[src/hw/rtl/sha256_message_padder_top_assert.svh]
// Assertion macros shared by the padder modules.
// Each expects clk and rst_n to be in scope at the point of use.
`ifndef SHA256_MESSAGE_PADDER_TOP_ASSERT_SVH
`define SHA256_MESSAGE_PADDER_TOP_ASSERT_SVH

// Same-cycle implication.
`define SMP_ASSERT_SAME(label, ante, cons, msg) \
    label: assert property (@(posedge clk) disable iff (!rst_n) (ante) |-> (cons)) \
        else $error(msg);

// Next-cycle implication.
`define SMP_ASSERT_NEXT(label, ante, cons, msg) \
    label: assert property (@(posedge clk) disable iff (!rst_n) (ante) |=> (cons)) \
        else $error(msg);

`endif

[src/hw/rtl/smp_pkg.sv]
package smp_pkg;

    localparam logic [7:0] PAD_MARK      = 8'h80;
    // Word 14 of a block holds the high half of the length.
    localparam logic [3:0] LEN_WORD_IDX  = 4'd14;
    localparam logic [3:0] LAST_WORD_IDX = 4'd15;

    typedef struct packed {
        logic load_byte;
        logic emit_mark;
        logic emit_zero;
        logic emit_len_hi;
        logic emit_len_lo;
    } cmd_t;

    typedef struct packed {
        logic slot_free;
        logic at_len_pos;
    } status_t;

endpackage

[src/hw/rtl/smp_byte_if.sv]
interface smp_byte_if;
    logic       valid;
    logic       ready;
    logic [7:0] data_byte;
    logic       byte_present;
    logic       end_of_message;

    modport source (output valid, output data_byte, output byte_present,
                    output end_of_message, input ready);
    modport sink   (input valid, input data_byte, input byte_present,
                    input end_of_message, output ready);
endinterface

[src/hw/rtl/smp_word_if.sv]
interface smp_word_if;
    logic        valid;
    logic        ready;
    logic [31:0] padded_word;
    logic        block_done;
    logic        message_done;

    modport source (output valid, output padded_word, output block_done,
                    output message_done, input ready);
    modport sink   (input valid, input padded_word, input block_done,
                    input message_done, output ready);
endinterface

[src/hw/rtl/smp_ctrl.sv]
`include "sha256_message_padder_top_assert.svh"

module smp_ctrl (
    input  logic            clk,
    input  logic            rst_n,
    input  logic            valid,
    input  logic            byte_present,
    input  logic            end_of_message,
    output logic            ready,
    input  smp_pkg::status_t status,
    output smp_pkg::cmd_t    cmd
);

    localparam logic [1:0] ST_IDLE   = 2'd0;
    localparam logic [1:0] ST_MARK   = 2'd1;
    localparam logic [1:0] ST_FILL   = 2'd2;
    localparam logic [1:0] ST_LEN_LO = 2'd3;

    logic [1:0] state_reg;
    logic [1:0] state_next;
    logic       accept;

    assign ready  = (state_reg == ST_IDLE) && status.slot_free;
    assign accept = valid && ready;

    always_comb
    begin
        state_next = state_reg;
        cmd        = '0;
        case (state_reg)
            ST_IDLE:
            begin
                cmd.load_byte = accept && byte_present;
                if (accept && end_of_message)
                begin
                    state_next = ST_MARK;
                end
            end
            ST_MARK:
            begin
                if (status.slot_free)
                begin
                    cmd.emit_mark = 1'b1;
                    state_next    = ST_FILL;
                end
            end
            ST_FILL:
            begin
                if (status.slot_free)
                begin
                    if (status.at_len_pos)
                    begin
                        cmd.emit_len_hi = 1'b1;
                        state_next      = ST_LEN_LO;
                    end
                    else
                    begin
                        cmd.emit_zero = 1'b1;
                    end
                end
            end
            ST_LEN_LO:
            begin
                if (status.slot_free)
                begin
                    cmd.emit_len_lo = 1'b1;
                    state_next      = ST_IDLE;
                end
            end
            default:
            begin
                state_next = ST_IDLE;
            end
        endcase
    end

    always_ff @(posedge clk or negedge rst_n)
    begin
        if (!rst_n)
        begin
            state_reg <= ST_IDLE;
        end
        else
        begin
            state_reg <= state_next;
        end
    end

    `SMP_ASSERT_SAME(a_busy_blocks_input, state_reg != ST_IDLE, !ready, "input taken while padding")
    `SMP_ASSERT_NEXT(a_end_starts_pad, accept && end_of_message, state_reg == ST_MARK, "end beat did not start padding")
    `SMP_ASSERT_NEXT(a_len_lo_returns, (state_reg == ST_LEN_LO) && status.slot_free, state_reg == ST_IDLE, "no return to idle after length")

endmodule

[src/hw/rtl/smp_datapath.sv]
`include "sha256_message_padder_top_assert.svh"

module smp_datapath (
    input  logic             clk,
    input  logic             rst_n,
    input  logic [7:0]       data_byte,
    input  smp_pkg::cmd_t    cmd,
    output smp_pkg::status_t status,
    smp_word_if.source       padded
);

    // Byte count; the bit length is this value times eight.
    logic [60:0] cnt_reg;
    logic [60:0] cnt_next;
    logic [23:0] partial_reg;
    logic [23:0] partial_next;
    logic [5:0]  off_reg;
    logic [5:0]  off_next;
    logic        valid_reg;
    logic        valid_next;
    logic [31:0] word_reg;
    logic        bd_reg;
    logic        md_reg;

    logic        emit;
    logic [31:0] word_d;
    logic        bd_d;
    logic        md_d;
    logic [3:0]  idx;
    logic [1:0]  filled;
    logic [63:0] bit_len;

    assign idx     = off_reg[5:2];
    assign filled  = off_reg[1:0];
    assign bit_len = {cnt_reg, 3'b000};

    assign status.slot_free  = !valid_reg || padded.ready;
    assign status.at_len_pos = (idx == smp_pkg::LEN_WORD_IDX);

    always_comb
    begin
        cnt_next     = cnt_reg;
        partial_next = partial_reg;
        off_next     = off_reg;
        emit         = 1'b0;
        word_d       = '0;
        bd_d         = (idx == smp_pkg::LAST_WORD_IDX);
        md_d         = 1'b0;
        if (cmd.load_byte)
        begin
            cnt_next = cnt_reg + 61'd1;
            off_next = off_reg + 6'd1;
            if (filled == 2'd3)
            begin
                emit         = 1'b1;
                word_d       = {partial_reg, data_byte};
                partial_next = '0;
            end
            else
            begin
                partial_next = {partial_reg[15:0], data_byte};
            end
        end
        else if (cmd.emit_mark)
        begin
            emit = 1'b1;
            case (filled)
                2'd0:    word_d = {smp_pkg::PAD_MARK, 24'h000000};
                2'd1:    word_d = {partial_reg[7:0], smp_pkg::PAD_MARK, 16'h0000};
                2'd2:    word_d = {partial_reg[15:0], smp_pkg::PAD_MARK, 8'h00};
                default: word_d = {partial_reg, smp_pkg::PAD_MARK};
            endcase
            off_next     = {idx + 4'd1, 2'b00};
            partial_next = '0;
        end
        else if (cmd.emit_zero)
        begin
            emit     = 1'b1;
            off_next = off_reg + 6'd4;
        end
        else if (cmd.emit_len_hi)
        begin
            emit     = 1'b1;
            word_d   = bit_len[63:32];
            off_next = off_reg + 6'd4;
        end
        else if (cmd.emit_len_lo)
        begin
            emit         = 1'b1;
            word_d       = bit_len[31:0];
            bd_d         = 1'b1;
            md_d         = 1'b1;
            off_next     = '0;
            partial_next = '0;
            cnt_next     = '0;
        end
        valid_next = emit || (valid_reg && !padded.ready);
    end

    always_ff @(posedge clk or negedge rst_n)
    begin
        if (!rst_n)
        begin
            cnt_reg     <= '0;
            partial_reg <= '0;
            off_reg     <= '0;
            valid_reg   <= 1'b0;
        end
        else
        begin
            cnt_reg     <= cnt_next;
            partial_reg <= partial_next;
            off_reg     <= off_next;
            valid_reg   <= valid_next;
        end
    end

    always_ff @(posedge clk)
    begin
        if (emit)
        begin
            word_reg <= word_d;
            bd_reg   <= bd_d;
            md_reg   <= md_d;
        end
    end

    assign padded.valid        = valid_reg;
    assign padded.padded_word  = word_reg;
    assign padded.block_done   = bd_reg;
    assign padded.message_done = md_reg;

    `SMP_ASSERT_SAME(a_one_op, 1'b1, $onehot0(cmd), "more than one datapath operation")
    `SMP_ASSERT_SAME(a_fill_aligned, cmd.emit_zero || cmd.emit_len_hi, off_reg[1:0] == 2'b00, "fill word not word aligned")
    `SMP_ASSERT_NEXT(a_clear_after_len, cmd.emit_len_lo, (off_reg == 6'd0) && (cnt_reg == 61'd0), "state not cleared after length")

endmodule

[src/hw/rtl/sha256_message_padder_top.sv]
// SHA-256 message padder.
// msg (sink): one beat per message byte. byte_present marks a real byte;
//   end_of_message closes the message (a byte on the same beat goes first).
//   A beat with neither flag set is dropped.
// padded (source): one beat per 32-bit big-endian word of the padded
//   message. block_done flags the sixteenth word of each 512-bit block,
//   message_done the last word (low half of the bit length).
// A byte that completes a word shows its word on padded in the cycle
//   after the beat. Byte beats are taken one per cycle while the
//   receiver keeps up.
// After an end beat the sequencer in smp_ctrl runs a padding burst of 3
//   to 18 words, one word per cycle unless padded stalls; msg.ready stays
//   low until the length word has been loaded into the output register.
// A single output register parts the two sides: a stall on padded holds
//   the word and stops new words only when that register is still full.
// Reset (rst_n, async, active low) clears the length count, the byte
//   offset and the output valid; the next byte starts a new message.
module sha256_message_padder_top (
    input  logic      clk,
    input  logic      rst_n,
    smp_byte_if.sink  msg,
    smp_word_if.source padded
);

    smp_pkg::cmd_t    cmd;
    smp_pkg::status_t status;

    smp_ctrl u_ctrl (
        .clk            (clk),
        .rst_n          (rst_n),
        .valid          (msg.valid),
        .byte_present   (msg.byte_present),
        .end_of_message (msg.end_of_message),
        .ready          (msg.ready),
        .status         (status),
        .cmd            (cmd)
    );

    smp_datapath u_datapath (
        .clk       (clk),
        .rst_n     (rst_n),
        .data_byte (msg.data_byte),
        .cmd       (cmd),
        .status    (status),
        .padded    (padded)
    );

endmodule
[src/flat_wrapper.sv]
// flat-port wrapper written by rule: the top's interface ports become plain ports
module sha256_message_padder_top_flat 
  (clk, rst_n, msg_valid, msg_data_byte, msg_byte_present, msg_end_of_message, msg_ready, padded_valid, padded_padded_word, padded_block_done, padded_message_done, padded_ready);
  smp_byte_if msg_i ();
  smp_word_if padded_i ();
  input  logic clk;
  input  logic rst_n;
  input wire logic [$bits(msg_i.valid)-1:0] msg_valid;
  input wire logic [$bits(msg_i.data_byte)-1:0] msg_data_byte;
  input wire logic [$bits(msg_i.byte_present)-1:0] msg_byte_present;
  input wire logic [$bits(msg_i.end_of_message)-1:0] msg_end_of_message;
  output wire logic [$bits(msg_i.ready)-1:0] msg_ready;
  output wire logic [$bits(padded_i.valid)-1:0] padded_valid;
  output wire logic [$bits(padded_i.padded_word)-1:0] padded_padded_word;
  output wire logic [$bits(padded_i.block_done)-1:0] padded_block_done;
  output wire logic [$bits(padded_i.message_done)-1:0] padded_message_done;
  input wire logic [$bits(padded_i.ready)-1:0] padded_ready;
  assign msg_i.valid = msg_valid;
  assign msg_i.data_byte = msg_data_byte;
  assign msg_i.byte_present = msg_byte_present;
  assign msg_i.end_of_message = msg_end_of_message;
  assign msg_ready = msg_i.ready;
  assign padded_valid = padded_i.valid;
  assign padded_padded_word = padded_i.padded_word;
  assign padded_block_done = padded_i.block_done;
  assign padded_message_done = padded_i.message_done;
  assign padded_i.ready = padded_ready;
  sha256_message_padder_top u_core (.clk(clk), .rst_n(rst_n), .msg(msg_i), .padded(padded_i));
endmodule
[config.mk]
export PLATFORM = sky130hd
export DESIGN_NAME = sha256_message_padder_top_flat
export DESIGN_NICKNAME = d
export VERILOG_FILES = /design/src/hw/rtl/smp_pkg.sv /design/src/hw/rtl/smp_byte_if.sv /design/src/hw/rtl/smp_word_if.sv /design/src/hw/rtl/smp_ctrl.sv /design/src/hw/rtl/smp_datapath.sv /design/src/hw/rtl/sha256_message_padder_top.sv /design/src/flat_wrapper.sv
export VERILOG_INCLUDE_DIRS = /design/src /design/src/hw/rtl
export SDC_FILE = /design/constraint.sdc
export NUM_CORES = 1
export LEC_CHECK = 0
export BUFFER_PORTS_ARGS = -buffer_cell sky130_fd_sc_hd__buf_2
export CORE_UTILIZATION = 40
export DETAILED_ROUTE_END_ITERATION = 12
export GPL_TIMING_DRIVEN = 0
export SETUP_SLACK_MARGIN = 0.1
export SYNTH_ARGS = -nofsm -noshare
export SYNTH_HDL_FRONTEND = slang
export SYNTH_HIERARCHICAL = 1
export SYNTH_SLANG_ARGS = --single-unit
export TNS_END_PERCENT = 5
[constraint.sdc]
create_clock -name clk -period 10.15 [get_ports clk]
set_clock_uncertainty 0.1 [all_clocks]
set_input_delay 1.015 -clock clk [delete_from_list [all_inputs] [get_ports clk]]
set_output_delay 1.015 -clock clk [all_outputs]
set_load 0.01 [all_outputs]
---- Word level (Yosys, flattened, before mapping) ----
Cells that the tools add are included.
cells by class
  add/sub/neg operators ................... 4
  equality and inequality tests ........... 18
  muxes and demuxes ....................... 48
  reduce and logical (&&, ||, !) cells .... 18
operators with widths
  operator                 number
  $mux W61                 5
  $mux W32                 6
  $mux W24                 6
  $pmux W32 S3             1
  $add A61 B1 Y61 const B  1
  $mux W6                  5
  $mux W1                  17
  $mux W2                  7
  $ne A2 B1 Y1 const B     5
  $eq A2 B2 Y1 const B     4
  $eq A4 B4 Y1 const B     2
  $pmux W2 S4              1
  $add A6 B1 Y6 const B    1
  $add A6 B3 Y6 const B    1
  $ne A2 B2 Y1 const B     3
  $ne A3 B1 Y1 const B     2
  $logic_and A1 B1 Y1      5
  $reduce_and A5 Y1        1
  $reduce_bool A5 Y1       1
  $add A4 B1 Y4 const B    1
  $eq A2 B1 Y1 const B     2
  $logic_not A2 Y1         2
  $reduce_and A4 Y1        1
  $reduce_or A4 Y1         1
  5 further kinds          7
storage, ports and cells
  register bits after elaboration ......... 128
  input port bits ......................... 14
  output and inout port bits .............. 36
  word-level logic and storage cells ...... 96

---- Logic depth before layout (Yosys ltp) ----
Gate-level depths: netlist of run 1.
  depth after elaboration ................. 10
  depth in mapped cells ................... 11
  mapped depth without buffers ............ 9

---- Hierarchy ----
Netlist of run 1, hierarchy kept.
by module, submodules not included
  module        instances  cells each  area an instance (µm²)  seq. area each (µm²)
  smp_datapath  1          621         6,331.1                 3,323.2
  smp_ctrl      1          24          220.2                   50.0

---- Worst setup path after synthesis of run 1 ----
Ideal clock, no wire load.
  path kind ............................... in2reg
  from .................................... in padded_ready
  to ...................................... reg u_core.u_datapath.bd_reg (netlist: u_core/u_datapath/padded.block_done), enable pin
  setup time .............................. 0.425 ns
  arrival ................................. 3.722 ns
  data required time ...................... 9.625 ns
  setup slack ............................. 5.903 ns
  stages on the path ...................... 8
  path buffers ............................ 2
  cells stage by stage .................... nand2b_1 -> and2_1 -> and3_1 -> buf_2 -> clkinv_1 -> nor2_1 -> clkbuf_1 -> nor2_1
RTL lines
  item                  RTL line             text
  from (decl)           flat_wrapper.sv:17   input wire logic [$bits(padded_i.ready)-1:0] padded_ready;
  to (signal assigned)  smp_datapath.sv:123  bd_reg <= bd_d;
  to (decl)             smp_datapath.sv:22   logic bd_reg;

==> results.py, run 1 <==
metrics = {
    "pwr": {
        "vdd_drop_max_mv": 0.114,
        "p_per_area_nw_per_um2": 237,
        "cellLeakagePower_nw": 3.18,
    },
    "synthesis": {
        "synth_area_leader_cell": "dfrtp_1",
        "synth_area_leaders": "dfrtp_1 (36%), edfxtp_1 (16%), nand2_1 (6.6%)",
        "synth_top_area_share_pct": 35.9,
        "ys_seq_area_share_pct": 51.5,
        "netlist-cell-type-count": 56,
        "synth_common_cells": "nand2_1 (116), dfrtp_1 (94), a22o_1 (43), o21ai_0 (41), nand3_1 (37)",
        "syn_area_sq_um": 6550,
        "async_reset_ff_share_pct": 73.4,
        "ys_warn_count": 6,
        "ys_seq_elements": 128,
        "synth_edf_count": 34,
        "synth_area_per_cell_sq_um": 10.2,
        "yosysMostFrequentCell": "nand2_1",
        "syn_nets": 670,
        "ys.flop_type": "dfrtp_1",
        "synth_cells": 645,
    },
    "layout": {
        "finalNetCount": 740,
        "drive_above_1_share_pct": 14.0,
        "diodes": 0,
        "syn2layout_area_growth_pct": 17.0,
        "fin_area_sq_um": 7660,
        "largest_reg_flops": 61,
        "final_core_util_pct": 48.1,
        "num-fill-cells": 1507,
        "fin_cells": 943,
    },
    "global_routing": {
        "grt_pass1_vias": 5386,
        "grt_pass1_wl_microns": 30000,
        "antenna_found_initial": 0,
        "gr-total-overflow": 0,
        "grtUsageTotal_pct": 24.1,
        "grt_max_degree": 51,
    },
    "setup_path": {
        "crit_required_ns": 10.22,
        "worstSetupPathType": "in -> reg",
        "arrival_ns": 3.92,
        "cp_max_fo": 28,
        "timing.rr.end": "u_core/u_datapath/padded.padded_word[2]",
        "worstReg2RegStart": "u_core/u_ctrl/state_reg[0]",
        "worst_setup_path_start_kind": "primary input",
        "critPathCaptureType": "register",
        "rr_worst_depth": 10,
        "r2r_setup_slack_ns": 6.46,
    },
    "timing": {
        "period_share_pct": 37.9,
        "fin_setup_tns_ns": 0,
        "rsz0062_at_grt": "no",
        "timing.fmax_mhz": 260,
        "finalCriticalPeriod_ns": 3.84,
        "worst_slack_ns": 6.31,
        "setup_viol": 0,
        "slew-limit-headroom_pct": 30.1,
        "worst_slew_pin_slew_ns": 1.05,
        "drv_slew": 0,
        "hold_viol_final": 0,
    },
    "clock_tree": {
        "clk_latency_ns": 0.43,
        "htreeDepth": 4,
        "cts_setup_buffers": 0,
        "root_buffer": "clkbuf_16",
        "clk_pin_slew_ns": 0.05,
        "postCtsHoldBufs": 0,
        "cts-resized-gates": 0,
        "cts_tree": "built",
        "clockBufferDepth": 2,
        "cts_made_buffers": 17,
        "clock_sinks": 128,
    },
    "placement": {
        "place_area_sq_um": 7120,
        "gp_routability_congestion": 0.899,
        "numPortBuffers": 49,
        "place_inst": 912,
        "hpwl_microns": 14100,
        "place_ws_ns": 5.89,
    },
    "detailed_routing": {
        "ant_nets": 0,
        "via_per_inst": 6.02,
        "drc": 0,
        "avgRoutedWirePerCell_microns": 20.3,
        "drt_pre_antenna_iters": 6,
        "drtIter0Drc": 627,
        "routed_wl_microns": 19200,
        "via_count": 5680,
    },
    "floorplan": {
        "io_pins": 50,
        "initial_core_util_pct": 41.1,
        "die_area_sq_um": 16900,
        "core_sq_um": 15900,
        "die_h_microns": 130,
        "core.rowCount": 46,
        "die_w_microns": 130,
    },
    "min_path": {
        "min_from": "u_core/u_datapath/cnt_reg[60]",
        "min_path_cells": 1,
        "hold_end": "u_core/u_datapath/cnt_reg[60]",
        "min_path_type": "reg -> reg",
    },
    "status": {
        "status": "finished clean",
    },
    "job": {
        "drv_cap": 0,
    },
}
-- per-stage QoR --
step	hold slack [ns]	total power, mW
2_1_floorplan	0.349	1.02
3_3_place_gp	0.375	1.22
3_5_place_dp	0.373	1.25
4_1_cts	0.387	1.82
5_1_grt	0.414	1.91
6_report	0.388	1.82
-- worst max-delay path, stage by stage --
cell and delay, ns:
buf_2 0.07, nand2b_1 0.23, and2_1 0.18, and3_1 0.25, buf_2 0.25, clkinv_1 0.31
nor2_1 0.64, clkbuf_1 0.54, nor2_4 0.19, buf_12 0.22
-- report_power, final --
part	switching (mW)	internal [mW]	leakage (nW)
Clock	0.215	0.355	0.263
Combinational	0.345	0.161	1.28
Sequential	0.0758	0.665	1.64
-- worst max-delay path by stage --
stage,slack [ns],cells past startpoint,from,to
detailed placement,5.89,10,padded_ready,u_core/u_datapath/padded.padded_word[1]
finish,6.31,10,padded_ready,u_core/u_datapath/padded.padded_word[2]
global placement,4.60,9,padded_ready,u_core/u_datapath/padded.padded_word[18]
CTS,6.32,10,padded_ready,u_core/u_datapath/padded.padded_word[12]
global route,6.21,10,padded_ready,u_core/u_datapath/padded.padded_word[9]
floorplan,5.90,8,padded_ready,u_core/u_datapath/padded.block_done
-- logic make-up (layout without fill, tap and decap cells) --
kind of cell | after synthesis | in the layout | share of synthesized area, %
AO/OA/AOI/OAI | 171 | 171 | 19.1
XOR/XNOR | 3 | 3 | 0.401
adder cells (fa/ha/maj) | 11 | 11 | 2.10
buffers and inverters | 54 | 136 | 3.34
flip-flops | 128 | 128 | 51.5
multiplexers | 25 | 25 | 3.84
AND/OR/NAND/NOR | 253 | 253 | 19.7
-- placed cells by master (no fill, tap or decap), types with 9 or more instances in the layout --
master and instances:
nor4_1 9, ha_1 11, nand4_1 18, dfrtp_1 94
clkbuf_1 30, o31ai_1 18, clkbuf_16 17, a222oi_1 10
a22o_1 43, a21oi_1 13, mux2i_1 24, o211ai_1 18
and2_1 9, buf_2 57, and3_1 11, nor3_1 10
o21ai_0 41, edfxtp_1 34, inv_1 16, nand2_1 116
nand3_1 37, nor2_1 17
-- area by class of cell --
cell class                 count  area [sq um]  area share, %
tap                          216           270           3.53
clock buffer                  22           444           5.80
clock inverter                 9          95.1           1.24
sequential                   128          3370           44.0
inverter                      17          63.8          0.833
multi-input combinational    463          2970           38.7
buffer                        37           155           2.02
timing repair buffer          51           295           3.85
-- per-layer routing --
layer,wire length (microns),vias to the layer above,track usage (%)
met5,0,-,0
met4,692,0,10.9
met3,1120,42,4.76
met2,9040,238,38.7
met1,8310,2824,31.6
li1,-,2576,-
Note: power is estimated with default switching activity, not from simulation.
==> inputs of run 2 (changes only) <==
- clock period: 10.15 -> 3.35 ns (I/O delays scaled with it)
==> run 2 against run 1 <==
  * Sequential share of layout area fell by 0.56 points
  * Largest cell class unchanged
  * Wire length down 1.5%
  * First-iteration DRC count up 17%
==> results.py, run 2 (synthesized netlist as in run 1, its figures left out) <==
metrics = {
    "setup_path": {
        "worst_setup_path_start_kind": "register",
        "arrival_ns": 3.21,
        "critPathCaptureType": "register",
        "crit_required_ns": 3.39,
        "worstSetupPathType": "reg -> reg",
        "cp_max_fo": 10,
    },
    "detailed_routing": {
        "drt_pre_antenna_iters": 7,
        "drtIter0Drc": 735,
        "via_count": 5602,
        "via_per_inst": 5.92,
        "routed_wl_microns": 18900,
        "drc": 0,
        "avgRoutedWirePerCell_microns": 20.0,
        "ant_nets": 0,
    },
    "timing": {
        "worst_slew_pin_slew_ns": 0.682,
        "fin_setup_tns_ns": 0,
        "hold_viol_final": 0,
        "drv_slew": 0,
        "timing.fmax_mhz": 315,
        "slew-limit-headroom_pct": 54.3,
        "finalCriticalPeriod_ns": 3.17,
        "rsz0062_at_grt": "yes",
        "holdWs_ns": 0.0635,
        "period_share_pct": 94.7,
        "worst_slack_ns": 0.177,
        "setup_viol": 0,
    },
    "pwr": {
        "p_int_mw": 3.68,
        "cellLeakagePower_nw": 3.23,
        "p_seq_share_pct": 39.8,
        "vdd_drop_max_mv": 0.360,
        "p_sw_mw": 1.91,
        "pwr-share-comb_pct": 27.6,
        "switching_share_pct": 34.2,
        "p_per_area_nw_per_um2": 721,
        "p_clk_share_pct": 32.5,
    },
    "clock_tree": {
        "clk_latency_ns": 0.42,
        "cts_made_buffers": 17,
        "htreeDepth": 4,
        "clk_pin_slew_ns": 0.06,
        "cts_tree": "built",
        "clock_sinks": 128,
        "root_buffer": "clkbuf_16",
        "clockBufferDepth": 2,
    },
    "floorplan": {
        "core_sq_um": 15900,
        "initial_core_util_pct": 41.1,
        "core.rowCount": 46,
        "die_area_sq_um": 16900,
        "die_w_microns": 130,
        "die_h_microns": 130,
        "io_pins": 50,
    },
    "layout": {
        "final_common_cell": "nand2_1",
        "mostFrequentLayoutCells": "nand2_1 (116), dfrtp_1 (94), buf_2 (57)",
        "diodes": 0,
        "final_core_util_pct": 48.7,
        "syn2layout_area_growth_pct": 18.5,
        "finalNetCount": 743,
        "largest_reg_flops": 61,
        "drive_above_1_share_pct": 15.8,
    },
    "status": {
        "status": "finished clean",
    },
    "global_routing": {
        "grt_pass1_wl_microns": 29100,
        "grtUsageTotal_pct": 23.4,
        "grt_max_degree": 71,
        "gr-total-overflow": 0,
        "antenna_found_initial": 0,
        "grt_pass1_vias": 5164,
    },
    "min_path": {
        "min_path_type": "in -> reg",
    },
    "placement": {
        "numPortBuffers": 49,
        "gp_routability_congestion": 0.936,
        "place_ws_ns": -0.257,
        "hpwl_microns": 13700,
    },
    "job": {
        "drv_cap": 0,
    },
}
-- run 2: layer usage --
layer	vias to the layer above	GRT usage [%]	share of wire, %
li1	2580	-	-
met1	2708	31.2	43
met2	269	36.2	46
met3	45	4.63	6.7
met4	0	12.2	4.3
met5	-	0	0
-- run 2: what timing repair did --
item                                    4_1_cts  5_1_grt
setup buffers                                 0        2
hold endpoints to repair                     24        0
resized for setup                             5        5
endpoints found under the setup margin       95       53
pin swaps                                     0        1
cloned                                        0        0
hold buffers                                  1        0
-- run 2: final timing paths --
path / start / endpoint / slack (ns) / cells after the start
setup / recovery: u_core/u_ctrl/state_reg[0] / u_core/u_datapath/padded.padded_word[16] / 0.18 / 10
hold / removal: msg_data_byte[7] / u_core/u_datapath/partial_reg[7] / 0.06 / 2
setup reg to reg: u_core/u_ctrl/state_reg[0] / u_core/u_datapath/padded.padded_word[16] / 0.18 / 10
max in group asynchronous: rst_n / u_core/u_datapath/cnt_reg[54] / 2.18 / 3
hold reg to reg: u_core/u_datapath/partial_reg[23] / u_core/u_datapath/partial_reg[23] / 0.40 / 1
min in group asynchronous: rst_n / u_core/u_ctrl/state_reg[0] / 0.28 / 2
-- run 2: layout make-up --
cell class	count	area, sq um
clock buffers	25	495
flip-flops and latches	128	3370
repair buffers	54	320
multi-input cells	463	3000
clock inverters	6	82.6
inverters	17	67.6
fillers	1458	8180
plain buffers	37	158
well taps	216	270
-- run 2: metrics by stage --
| step | power (mW) | instance area, sq um | instances |
|---|---|---|---|
| 6_report | 5.60 | 7760 | 946 |
| 5_1_grt | 5.87 | 7760 | 946 |
| 4_1_cts | 5.60 | 7730 | 944 |
| 3_5_place_dp | 3.75 | 7120 | 912 |
| 3_3_place_gp | 3.66 | 7070 | 910 |
| 2_1_floorplan | 3.09 | 6550 | 645 |
-- run 2: power groups by stage --
stage          sequential, mW  combinational, mW  clock [mW]
2_1_floorplan            2.32              0.768           0
3_3_place_gp             2.25               1.41           0
3_5_place_dp             2.25               1.51           0
4_1_cts                  2.22               1.53        1.85
5_1_grt                  2.26               1.70        1.91
6_report                 2.23               1.55        1.82
-- run 2: worst max-delay path, stage by stage (launching register included) --
cell and delay (ns):
dfrtp_1 0.43, inv_1 0.11, ha_1 0.23, and2_1 0.17
and3_1 0.24, buf_2 0.30, clkinvlp_4 0.23, and3_1 0.18
clkbuf_1 0.23, a222oi_1 0.57, nand2_1 0.11
